`src/rtl/core/bcs_pkg.sv`:
```
// Shared types, status and opcode codes, and register indexes for the
// block I/O command splitter. No dependencies.
package bcs_pkg;

    localparam int PAGE_BYTES_DEF      = 4096;
    localparam int MAX_COMMANDS_DEF    = 64;
    localparam int MAX_QUEUE_DEPTH_DEF = 64;
    localparam int QUEUE_WORDS         = 2;

    localparam logic [2:0] ST_OK         = 3'd0;
    localparam logic [2:0] ST_BAD        = 3'd1;
    localparam logic [2:0] ST_MISALIGNED = 3'd2;
    localparam logic [2:0] ST_RANGE      = 3'd3;
    localparam logic [2:0] ST_BLOCK      = 3'd4;
    localparam logic [2:0] ST_LONG       = 3'd5;

    localparam logic [1:0] OP_NONE  = 2'd0;
    localparam logic [1:0] OP_WRITE = 2'd1;
    localparam logic [1:0] OP_READ  = 2'd2;

    localparam logic [2:0] CFG_ENABLED  = 3'd0;
    localparam logic [2:0] CFG_SHIFT    = 3'd1;
    localparam logic [2:0] CFG_CAPACITY = 3'd2;
    localparam logic [2:0] CFG_NSID     = 3'd3;
    localparam logic [2:0] CFG_DEPTH    = 3'd4;

    localparam logic [4:0]  SHIFT_RST = 5'd9;
    localparam logic [31:0] NSID_RST  = 32'd1;
    localparam logic [6:0]  DEPTH_RST = 7'd64;
    localparam logic [4:0]  SECTOR_SHIFT = 5'd9;

    typedef struct packed {
        logic        enabled;
        logic [4:0]  shift;
        logic [63:0] capacity;
        logic [31:0] nsid;
        logic [6:0]  depth;
    } t_cfg;

    typedef struct packed {
        logic [2:0]  status;
        logic        wr;
        logic [63:0] lba;
        logic [31:0] left;
        logic [4:0]  mnlog;
    } t_desc;

    typedef struct packed {
        logic [2:0]  status;
        logic [1:0]  opcode;
        logic [15:0] command_id;
        logic [5:0]  queue_slot;
        logic [5:0]  doorbell_tail;
        logic [31:0] command_namespace;
        logic [63:0] start_block;
        logic [2:0]  blocks_minus_one;
        logic        last;
    } t_res;

endpackage

```
`src/rtl/core/block_io_command_splitter.sv`:
```
// Top level of the block I/O command splitter: configuration registers,
// front end, descriptor queue and back end. Depends on bcs_pkg and submodules.
//
//  channel   dir  handshake                     payload
//  s_axis    in   s_axis_tvalid/s_axis_tready   tdata start,count; tuser is_write
//  m_axis    out  m_axis_tvalid/m_axis_tready   tdata command; tuser status,opcode
//  cfg       in   i_cfg_we                      i_cfg_idx, i_cfg_data
//
// A request is checked in the cycle after it is taken and queued as a descriptor.
// The back end takes a descriptor in its idle state, then issues one command per
// cycle while the output is free and no reduction is pending; an error result is
// loaded into the output register as its descriptor is taken. If the tail lies
// over one depth beyond a reduced queue depth, the first command waits in the reduce
// state while the depth is subtracted. Reset is synchronous and active low; a stalled
// output holds its word while the two-word queue keeps the front end taking requests.
module block_io_command_splitter #(
    parameter int PAGE_BYTES      = bcs_pkg::PAGE_BYTES_DEF,
    parameter int MAX_COMMANDS    = bcs_pkg::MAX_COMMANDS_DEF,
    parameter int MAX_QUEUE_DEPTH = bcs_pkg::MAX_QUEUE_DEPTH_DEF
) (
    input  logic          i_clk,
    input  logic          i_rst_n,
    input  logic          s_axis_tvalid,
    output logic          s_axis_tready,
    input  logic [95:0]   s_axis_tdata,  // start_sector, sector_count
    input  logic          s_axis_tuser,  // is_write
    output logic          m_axis_tvalid,
    input  logic          m_axis_tready,
    // command_id, queue_slot, doorbell_tail, command_namespace, start_block,
    // blocks_minus_one, one zero pad bit
    output logic [127:0]  m_axis_tdata,
    output logic [4:0]    m_axis_tuser,  // status, opcode
    output logic          m_axis_tlast,
    input  logic          i_cfg_we,
    input  logic [2:0]    i_cfg_idx,
    input  logic [63:0]   i_cfg_data
);
    import bcs_pkg::*;

    t_cfg  r_cfg;
    t_desc f_desc, q_desc;
    t_res  b_res;
    logic  f_push, q_full, q_valid, q_pop;

    always_ff @(posedge i_clk) begin
        if (!i_rst_n) begin
            r_cfg.enabled  <= 1'b0;
            r_cfg.shift    <= SHIFT_RST;
            r_cfg.capacity <= 64'd0;
            r_cfg.nsid     <= NSID_RST;
            r_cfg.depth    <= DEPTH_RST;
        end else if (i_cfg_we) begin
            case (i_cfg_idx)
                CFG_ENABLED:  r_cfg.enabled  <= i_cfg_data[0];
                CFG_SHIFT:    r_cfg.shift    <= i_cfg_data[4:0];
                CFG_CAPACITY: r_cfg.capacity <= i_cfg_data;
                CFG_NSID:     r_cfg.nsid     <= i_cfg_data[31:0];
                CFG_DEPTH:    r_cfg.depth    <= i_cfg_data[6:0];
                default: begin
                end
            endcase
        end
    end

    bcs_front #(
        .PAGE_BYTES   (PAGE_BYTES),
        .MAX_COMMANDS (MAX_COMMANDS)
    ) u_front (
        .i_clk   (i_clk),
        .i_rst_n (i_rst_n),
        .i_cfg   (r_cfg),
        .i_valid (s_axis_tvalid),
        .o_ready (s_axis_tready),
        .i_start (s_axis_tdata[63:0]),
        .i_count (s_axis_tdata[95:64]),
        .i_wr    (s_axis_tuser),
        .o_push  (f_push),
        .o_desc  (f_desc),
        .i_full  (q_full)
    );

    bcs_fifo #(
        .DEPTH (QUEUE_WORDS)
    ) u_fifo (
        .i_clk   (i_clk),
        .i_rst_n (i_rst_n),
        .i_push  (f_push),
        .i_data  (f_desc),
        .o_full  (q_full),
        .o_valid (q_valid),
        .o_data  (q_desc),
        .i_pop   (q_pop)
    );

    bcs_back #(
        .MAX_QUEUE_DEPTH (MAX_QUEUE_DEPTH)
    ) u_back (
        .i_clk     (i_clk),
        .i_rst_n   (i_rst_n),
        .i_cfg     (r_cfg),
        .i_q_valid (q_valid),
        .i_q       (q_desc),
        .o_pop     (q_pop),
        .o_valid   (m_axis_tvalid),
        .i_ready   (m_axis_tready),
        .o_res     (b_res)
    );

    assign m_axis_tdata = {1'b0, b_res.blocks_minus_one, b_res.start_block,
                           b_res.command_namespace, b_res.doorbell_tail,
                           b_res.queue_slot, b_res.command_id};
    assign m_axis_tuser = {b_res.opcode, b_res.status};
    assign m_axis_tlast = b_res.last;

endmodule

```
`src/rtl/core/bcs_front.sv`:
```
// Front end: takes request words, checks them and builds a descriptor.
// Depends on bcs_pkg.
module bcs_front #(
    parameter int PAGE_BYTES   = bcs_pkg::PAGE_BYTES_DEF,
    parameter int MAX_COMMANDS = bcs_pkg::MAX_COMMANDS_DEF
) (
    input  logic           i_clk,
    input  logic           i_rst_n,
    input  bcs_pkg::t_cfg  i_cfg,
    input  logic           i_valid,
    output logic           o_ready,
    input  logic [63:0]    i_start,
    input  logic [31:0]    i_count,
    input  logic           i_wr,
    output logic           o_push,
    output bcs_pkg::t_desc o_desc,
    input  logic           i_full
);
    import bcs_pkg::*;

    localparam int PAGE_LOG = $clog2(PAGE_BYTES);

    logic        r_valid;
    logic [63:0] r_start;
    logic [31:0] r_count;
    logic        r_wr;

    logic [4:0]  fshift;
    logic [4:0]  mnlog;
    logic [63:0] fmask;
    logic [64:0] sum;
    logic [31:0] left;
    logic [32:0] ncmd_sum;
    logic [32:0] ncmd;
    logic        e_bad, e_mis, e_rng, e_blk, e_long;

    assign o_ready = !r_valid || !i_full;
    assign o_push  = r_valid && !i_full;

    always_ff @(posedge i_clk) begin
        if (!i_rst_n) begin
            r_valid <= 1'b0;
        end else if (o_ready) begin
            r_valid <= i_valid;
        end
        if (o_ready && i_valid) begin
            r_start <= i_start;
            r_count <= i_count;
            r_wr    <= i_wr;
        end
    end

    always_comb begin
        fshift   = i_cfg.shift - SECTOR_SHIFT;
        mnlog    = 5'(PAGE_LOG) - i_cfg.shift;
        fmask    = (64'd1 << fshift) - 64'd1;
        sum      = {1'b0, r_start} + {33'd0, r_count};
        left     = r_count >> fshift;
        ncmd_sum = {1'b0, left} + (33'd1 << mnlog) - 33'd1;
        ncmd     = ncmd_sum >> mnlog;
        e_bad    = !i_cfg.enabled || (r_count == 32'd0);
        e_mis    = (i_cfg.shift < SECTOR_SHIFT) || ((r_start & fmask) != 64'd0)
                   || ((r_count & fmask[31:0]) != 32'd0);
        e_rng    = sum > {1'b0, i_cfg.capacity};
        e_blk    = i_cfg.shift > 5'(PAGE_LOG);
        e_long   = ncmd > 33'(MAX_COMMANDS);

        o_desc.wr    = r_wr;
        o_desc.lba   = r_start >> fshift;
        o_desc.left  = left;
        o_desc.mnlog = mnlog;
        if (e_bad) begin
            o_desc.status = ST_BAD;
        end else if (e_mis) begin
            o_desc.status = ST_MISALIGNED;
        end else if (e_rng) begin
            o_desc.status = ST_RANGE;
        end else if (e_blk) begin
            o_desc.status = ST_BLOCK;
        end else if (e_long) begin
            o_desc.status = ST_LONG;
        end else begin
            o_desc.status = ST_OK;
        end
    end

endmodule

```
`src/rtl/core/bcs_fifo.sv`:
```
// Small register queue between front and back end.
// Depends on bcs_pkg for the descriptor type.
module bcs_fifo #(
    parameter int DEPTH = bcs_pkg::QUEUE_WORDS
) (
    input  logic           i_clk,
    input  logic           i_rst_n,
    input  logic           i_push,
    input  bcs_pkg::t_desc i_data,
    output logic           o_full,
    output logic           o_valid,
    output bcs_pkg::t_desc o_data,
    input  logic           i_pop
);
    import bcs_pkg::*;

    localparam int PW = (DEPTH > 1) ? $clog2(DEPTH) : 1;
    localparam int CW = $clog2(DEPTH + 1);

    t_desc          r_mem [DEPTH];
    logic [PW-1:0]  r_wp, r_rp;
    logic [CW-1:0]  r_cnt;

    assign o_full  = r_cnt == CW'(DEPTH);
    assign o_valid = r_cnt != '0;
    assign o_data  = r_mem[r_rp];

    always_ff @(posedge i_clk) begin
        if (!i_rst_n) begin
            r_wp  <= '0;
            r_rp  <= '0;
            r_cnt <= '0;
        end else begin
            if (i_push) begin
                r_wp <= (r_wp == PW'(DEPTH - 1)) ? '0 : r_wp + PW'(1);
            end
            if (i_pop) begin
                r_rp <= (r_rp == PW'(DEPTH - 1)) ? '0 : r_rp + PW'(1);
            end
            if (i_push && !i_pop) begin
                r_cnt <= r_cnt + CW'(1);
            end else if (i_pop && !i_push) begin
                r_cnt <= r_cnt - CW'(1);
            end
        end
        if (i_push) begin
            r_mem[r_wp] <= i_data;
        end
    end

endmodule

```
`src/rtl/core/bcs_back.sv`:
```
// Back end: turns descriptors into page-sized commands, owns command id and
// queue tail, and holds the output register. Depends on bcs_pkg.
module bcs_back #(
    parameter int MAX_QUEUE_DEPTH = bcs_pkg::MAX_QUEUE_DEPTH_DEF
) (
    input  logic           i_clk,
    input  logic           i_rst_n,
    input  bcs_pkg::t_cfg  i_cfg,
    input  logic           i_q_valid,
    input  bcs_pkg::t_desc i_q,
    output logic           o_pop,
    output logic           o_valid,
    input  logic           i_ready,
    output bcs_pkg::t_res  o_res
);
    import bcs_pkg::*;

    localparam logic [1:0] S_IDLE   = 2'd0;
    localparam logic [1:0] S_ISSUE  = 2'd1;
    localparam logic [1:0] S_REDUCE = 2'd2;

    logic [1:0]  r_state, n_state;
    logic [15:0] r_cid, n_cid;
    logic [5:0]  r_tail, n_tail;
    logic [6:0]  r_rem, n_rem;
    logic [31:0] r_left, n_left;
    logic [63:0] r_lba, n_lba;
    logic [4:0]  r_mnlog, n_mnlog;
    logic        r_wr, n_wr;
    logic        r_out_valid, n_out_valid;
    t_res        r_out, n_out;

    logic        out_free;
    logic [6:0]  dsat, c1, s1, cmd_tail;
    logic        cmd_go;
    logic [31:0] maxn, nblk, left_rem;

    assign o_valid = r_out_valid;
    assign o_res   = r_out;

    always_comb begin
        out_free = !r_out_valid || i_ready;
        if (i_cfg.depth < 7'd2) begin
            dsat = 7'd2;
        end else if (i_cfg.depth > 7'(MAX_QUEUE_DEPTH)) begin
            dsat = 7'(MAX_QUEUE_DEPTH);
        end else begin
            dsat = i_cfg.depth;
        end
        c1       = {1'b0, r_tail} + 7'd1;
        s1       = (c1 >= dsat) ? c1 - dsat : c1;
        maxn     = 32'd1 << r_mnlog;
        nblk     = (r_left > maxn) ? maxn : r_left;
        left_rem = r_left - nblk;

        n_state     = r_state;
        n_cid       = r_cid;
        n_tail      = r_tail;
        n_rem       = r_rem;
        n_left      = r_left;
        n_lba       = r_lba;
        n_mnlog     = r_mnlog;
        n_wr        = r_wr;
        n_out_valid = r_out_valid && !i_ready;
        n_out       = r_out;
        o_pop       = 1'b0;
        cmd_go      = 1'b0;
        cmd_tail    = s1;

        case (r_state)
            S_IDLE: begin
                if (i_q_valid && out_free) begin
                    o_pop = 1'b1;
                    if (i_q.status != ST_OK) begin
                        n_out        = '0;
                        n_out.status = i_q.status;
                        n_out.last   = 1'b1;
                        n_out_valid  = 1'b1;
                    end else begin
                        n_left  = i_q.left;
                        n_lba   = i_q.lba;
                        n_mnlog = i_q.mnlog;
                        n_wr    = i_q.wr;
                        n_state = S_ISSUE;
                    end
                end
            end
            S_ISSUE: begin
                if (s1 >= dsat) begin
                    n_rem   = s1;
                    n_state = S_REDUCE;
                end else if (out_free) begin
                    cmd_go = 1'b1;
                end
            end
            S_REDUCE: begin
                cmd_tail = r_rem;
                if (r_rem >= dsat) begin
                    n_rem = r_rem - dsat;
                end else if (out_free) begin
                    cmd_go = 1'b1;
                end
            end
            default: begin
                n_state = S_IDLE;
            end
        endcase

        if (cmd_go) begin
            n_out.status            = ST_OK;
            n_out.opcode            = r_wr ? OP_WRITE : OP_READ;
            n_out.command_id        = r_cid;
            n_out.queue_slot        = r_tail;
            n_out.doorbell_tail     = cmd_tail[5:0];
            n_out.command_namespace = i_cfg.nsid;
            n_out.start_block       = r_lba;
            n_out.blocks_minus_one  = 3'(nblk - 32'd1);
            n_out.last              = left_rem == 32'd0;
            n_out_valid             = 1'b1;
            n_cid                   = r_cid + 16'd1;
            n_tail                  = cmd_tail[5:0];
            n_left                  = left_rem;
            n_lba                   = r_lba + {32'd0, nblk};
            n_state                 = (left_rem == 32'd0) ? S_IDLE : S_ISSUE;
        end
    end

    always_ff @(posedge i_clk) begin
        if (!i_rst_n) begin
            r_state     <= S_IDLE;
            r_cid       <= 16'd1;
            r_tail      <= 6'd0;
            r_out_valid <= 1'b0;
        end else begin
            r_state     <= n_state;
            r_cid       <= n_cid;
            r_tail      <= n_tail;
            r_out_valid <= n_out_valid;
        end
        r_rem   <= n_rem;
        r_left  <= n_left;
        r_lba   <= n_lba;
        r_mnlog <= n_mnlog;
        r_wr    <= n_wr;
        r_out   <= n_out;
    end

endmodule

```
`config.mk`:
```
export PLATFORM = sky130hd
export DESIGN_NAME = block_io_command_splitter
export DESIGN_NICKNAME = d
export VERILOG_FILES = /design/src/rtl/core/bcs_pkg.sv /design/src/rtl/core/block_io_command_splitter.sv /design/src/rtl/core/bcs_front.sv /design/src/rtl/core/bcs_fifo.sv /design/src/rtl/core/bcs_back.sv
export SDC_FILE = /design/constraint.sdc
export NUM_CORES = 2
export LEC_CHECK = 0
export BUFFER_PORTS_ARGS = -buffer_cell sky130_fd_sc_hd__buf_2
export CELL_PAD_IN_SITES_DETAIL_PLACEMENT = 1
export CELL_PAD_IN_SITES_GLOBAL_PLACEMENT = 2
export CORE_ASPECT_RATIO = 1.5
export CORE_UTILIZATION = 43
export DETAILED_ROUTE_END_ITERATION = 7
export PLACE_DENSITY = 0.95
export SLEW_MARGIN = 10
export SYNTH_ARGS = -nofsm -noshare
export SYNTH_HDL_FRONTEND = slang
export SYNTH_SLANG_ARGS = --single-unit
```
`constraint.sdc`:
```
create_clock -name i_clk -period 29 [get_ports i_clk]
set_clock_uncertainty 0.1 [all_clocks]
set_input_delay 4.35 -clock i_clk [delete_from_list [all_inputs] [get_ports i_clk]]
set_output_delay 4.35 -clock i_clk [all_outputs]
set_load 0.03 [all_outputs]
```
==> reports/results.txt <==
Via density - 5.97
port bufs - 303
Max Freq - 0.102 GHz
via count - 38744
Layout Area Growth over Synthesis - 11.3%
worst slew pin tran - 1.35 ns
status - finished clean
number of synthesis warnings - 0
ratio of cells with drive above 1 in the final layout - 0.128
CTS tree - yes
CP Capture Type - flop
Min Hold Slack - 0.352 ns
fillers - 12029
CTS root buf - clkbuf_16
nets@finish - 5485
worst vdd ir - 0.0000511 V
Post-CTS Setup Bufs - 0
largest net degree at the start of global routing - 243
Worst path max stage delay - 0.73 ns
clock period minus final worst setup slack - 9.80 ns
Syn Std Cell Area - 45700 um2
Post-synth top flop - edfxtp_1
Syn Nets - 5316
cell accounting for the most synthesized area - edfxtp_1
Cell Count Post-Placement - 6352
Pins Over Slew Limit - 0
setup TNS - 0 ns
synth unique cells - 107
Setup crit start kind - flop
synthesized flop and latch total - 689
leakage - 0.0196 uW
cell row count - 146
Area after DPL - 48500 um2
RD Place Congestion - 0.959
Crit path arrival time - 10.10 ns
post-layout util - 0.483
Avg WL per Cell - 24.4 um
total detailed-routing wirelength - 159000 um
Seq/Total Area, Yosys - 0.421
Initial DRC Count - 2456
R2R depth - 30
I/O Pins - 305
Hold Path Class - reg -> reg
most common cell after layout, fill and taps aside - nand2_1
period utilisation layout - 0.338
DP Wirelength - 122000 um
crit path max fanout - 75
worst relative slew slack - 0.0956
Pre-antenna DRT Iters - 5
Synth area leaders - edfxtp_1, ha_1, dfxtp_1
pwr/cell area - 70.1 nW/um2
Final setup viols - 0
Remaining DRCs - 0
Critical-path top delay cell - inv_4
DIE AREA - 108000 um2
Sink Count - 689
most frequent cells in the layout - nand2_1, edfxtp_1, a21oi_1, nor2_1, buf_2
core footprint - 105000 um2
Critical Path Most Common Cell - buf_4
Post-Syn Instances - 4851
DIE HEIGHT - 401 um
worst endpoint required time - 29.30 ns
EDFF count, synth - 546
Initial Util - 0.434
DIE WIDTH - 268 um
final hold vios - 0
RSZ-0062 raised after global routing - false
Non-Filler Instances - 6492
first-pass GRT wire length - 239000 um
Reg clk slew, reported paths - 0.06 ns
hold buffers post-CTS - 0
Post-Layout Inst Area - 50900 um2
Antenna Violating Nets Remaining - 0
share of the synthesized area in the top cell type - 0.359
initial antenna violation count - 10
total CTS buffers - 72
syn avg cell area - 9.42 um2
H-tree depth - 3
Resized Gates After CTS - 0
async set-or-reset flop fraction in the synthesized netlist - 0
worst skew pair latency - 0.68 ns
GR Util All Layers - 0.291
Crit Path Category - reg -> reg
vias in the first global route - 40473
Hold Crit Depth - 2
grt ovf - 0
clock buffer depth - 3
# Max-Cap Violations - 0
==> state kept, by name, indices dropped and copies added (netlist names), 16 cells and up, named ones only <==
| signal | cells |
|---|---|
| u_fifo.r_mem | 210 |
| u_back.o_res | 133 |
| u_front.r_start | 64 |
| u_back.r_cid | 16 |
| u_back.r_lba | 64 |
| u_front.r_count | 32 |
| r_cfg | 109 |
| u_back.r_left | 32 |
==> metal layers <==
layer  up-vias  global-route usage  wire length [um]  share of wire
met2      1286               0.511             80500           0.51
li1      17885                   -                 -              -
met5         -                   0                15       0.000095
met3       423              0.0412              7750          0.049
met4         2               0.182             10600          0.067
met1     19148               0.329             59800           0.38
==> critical path: cells and delay by family, from the launching register on <==
kind                     cells  cell delay, ns
AO/OA/AOI/OAI               13            4.01
XOR/XNOR                     1            0.16
adder cells (fa/ha/maj)      4            1.10
buffers and inverters        8            3.06
flip-flops                   1            0.33
AND/OR/NAND/NOR              4            0.67
==> cell type report <==
class	count	area, um2	area share
diodes	10	25.0	0.000492
multi-input cells	3611	24500	0.481
clock buffers	87	1900	0.0373
inverters	301	1130	0.0223
clock inverters	43	494	0.00971
flip-flops and latches	689	19300	0.379
well taps	1406	1760	0.0346
repair buffers	345	1860	0.0365
==> final timing paths <==
check	from	endpoint	slack, ns
setup / recovery	r_cfg[103]$_SDFFE_PN1P_	u_fifo.r_mem[1][102]$_DFFE_PP_	19.20
hold reg to reg	r_cfg[35]$_SDFFE_PN0P_	r_cfg[35]$_SDFFE_PN0P_	0.35
setup reg to reg	r_cfg[103]$_SDFFE_PN1P_	u_fifo.r_mem[1][102]$_DFFE_PP_	19.20
hold / removal	r_cfg[35]$_SDFFE_PN0P_	r_cfg[35]$_SDFFE_PN0P_	0.35
==> where the power goes <==
| part | leakage (uW) | internal, uW | switching [uW] | total [uW] |
|---|---|---|---|---|
| sequential | 0.00629 | 1250 | 75.5 | 1320 |
| clock | 0.00114 | 529 | 417 | 946 |
| combinational | 0.0122 | 430 | 871 | 1300 |
==> synthesized netlist by cell type, types with 76 or more instances <==
| cell | n |
|---|---|
| xor2_1 | 77 |
| and2_1 | 148 |
| xnor2_1 | 110 |
| clkbuf_1 | 195 |
| nor2_1 | 315 |
| nand2_1 | 681 |
| ha_1 | 290 |
| a21o_1 | 96 |
| nor2b_1 | 86 |
| edfxtp_1 | 546 |
| nor3_1 | 76 |
| mux2i_1 | 145 |
| dfxtp_1 | 143 |
| nand3_1 | 121 |
| a211oi_1 | 80 |
| o21ai_0 | 263 |
| a21oi_1 | 353 |
| inv_1 | 296 |
==> kinds of logic (layout without fill, tap and decap cells) <==
family / after synthesis / in the layout / share of synthesized area
AO/OA/AOI/OAI: 1139 / 1139 / 0.158
AND/OR/NAND/NOR: 1720 / 1720 / 0.178
other: 1 / 11 / 0.0000821
adder cells (fa/ha/maj): 297 / 297 / 0.0822
buffers and inverters: 551 / 776 / 0.0460
XOR/XNOR: 189 / 189 / 0.0365
flip-flops: 689 / 689 / 0.421
multiplexers: 265 / 265 / 0.0774
==> through the flow <==
stage | power, uW | setup WS, ns
global route | 3730 | 18.72
CTS | 3580 | 19.47
global placement | 2580 | 19.87
detailed placement | 2630 | 19.49
finish | 3570 | 19.20
floorplan | 2230 | 16.75
(Power assumes the default switching activity.)
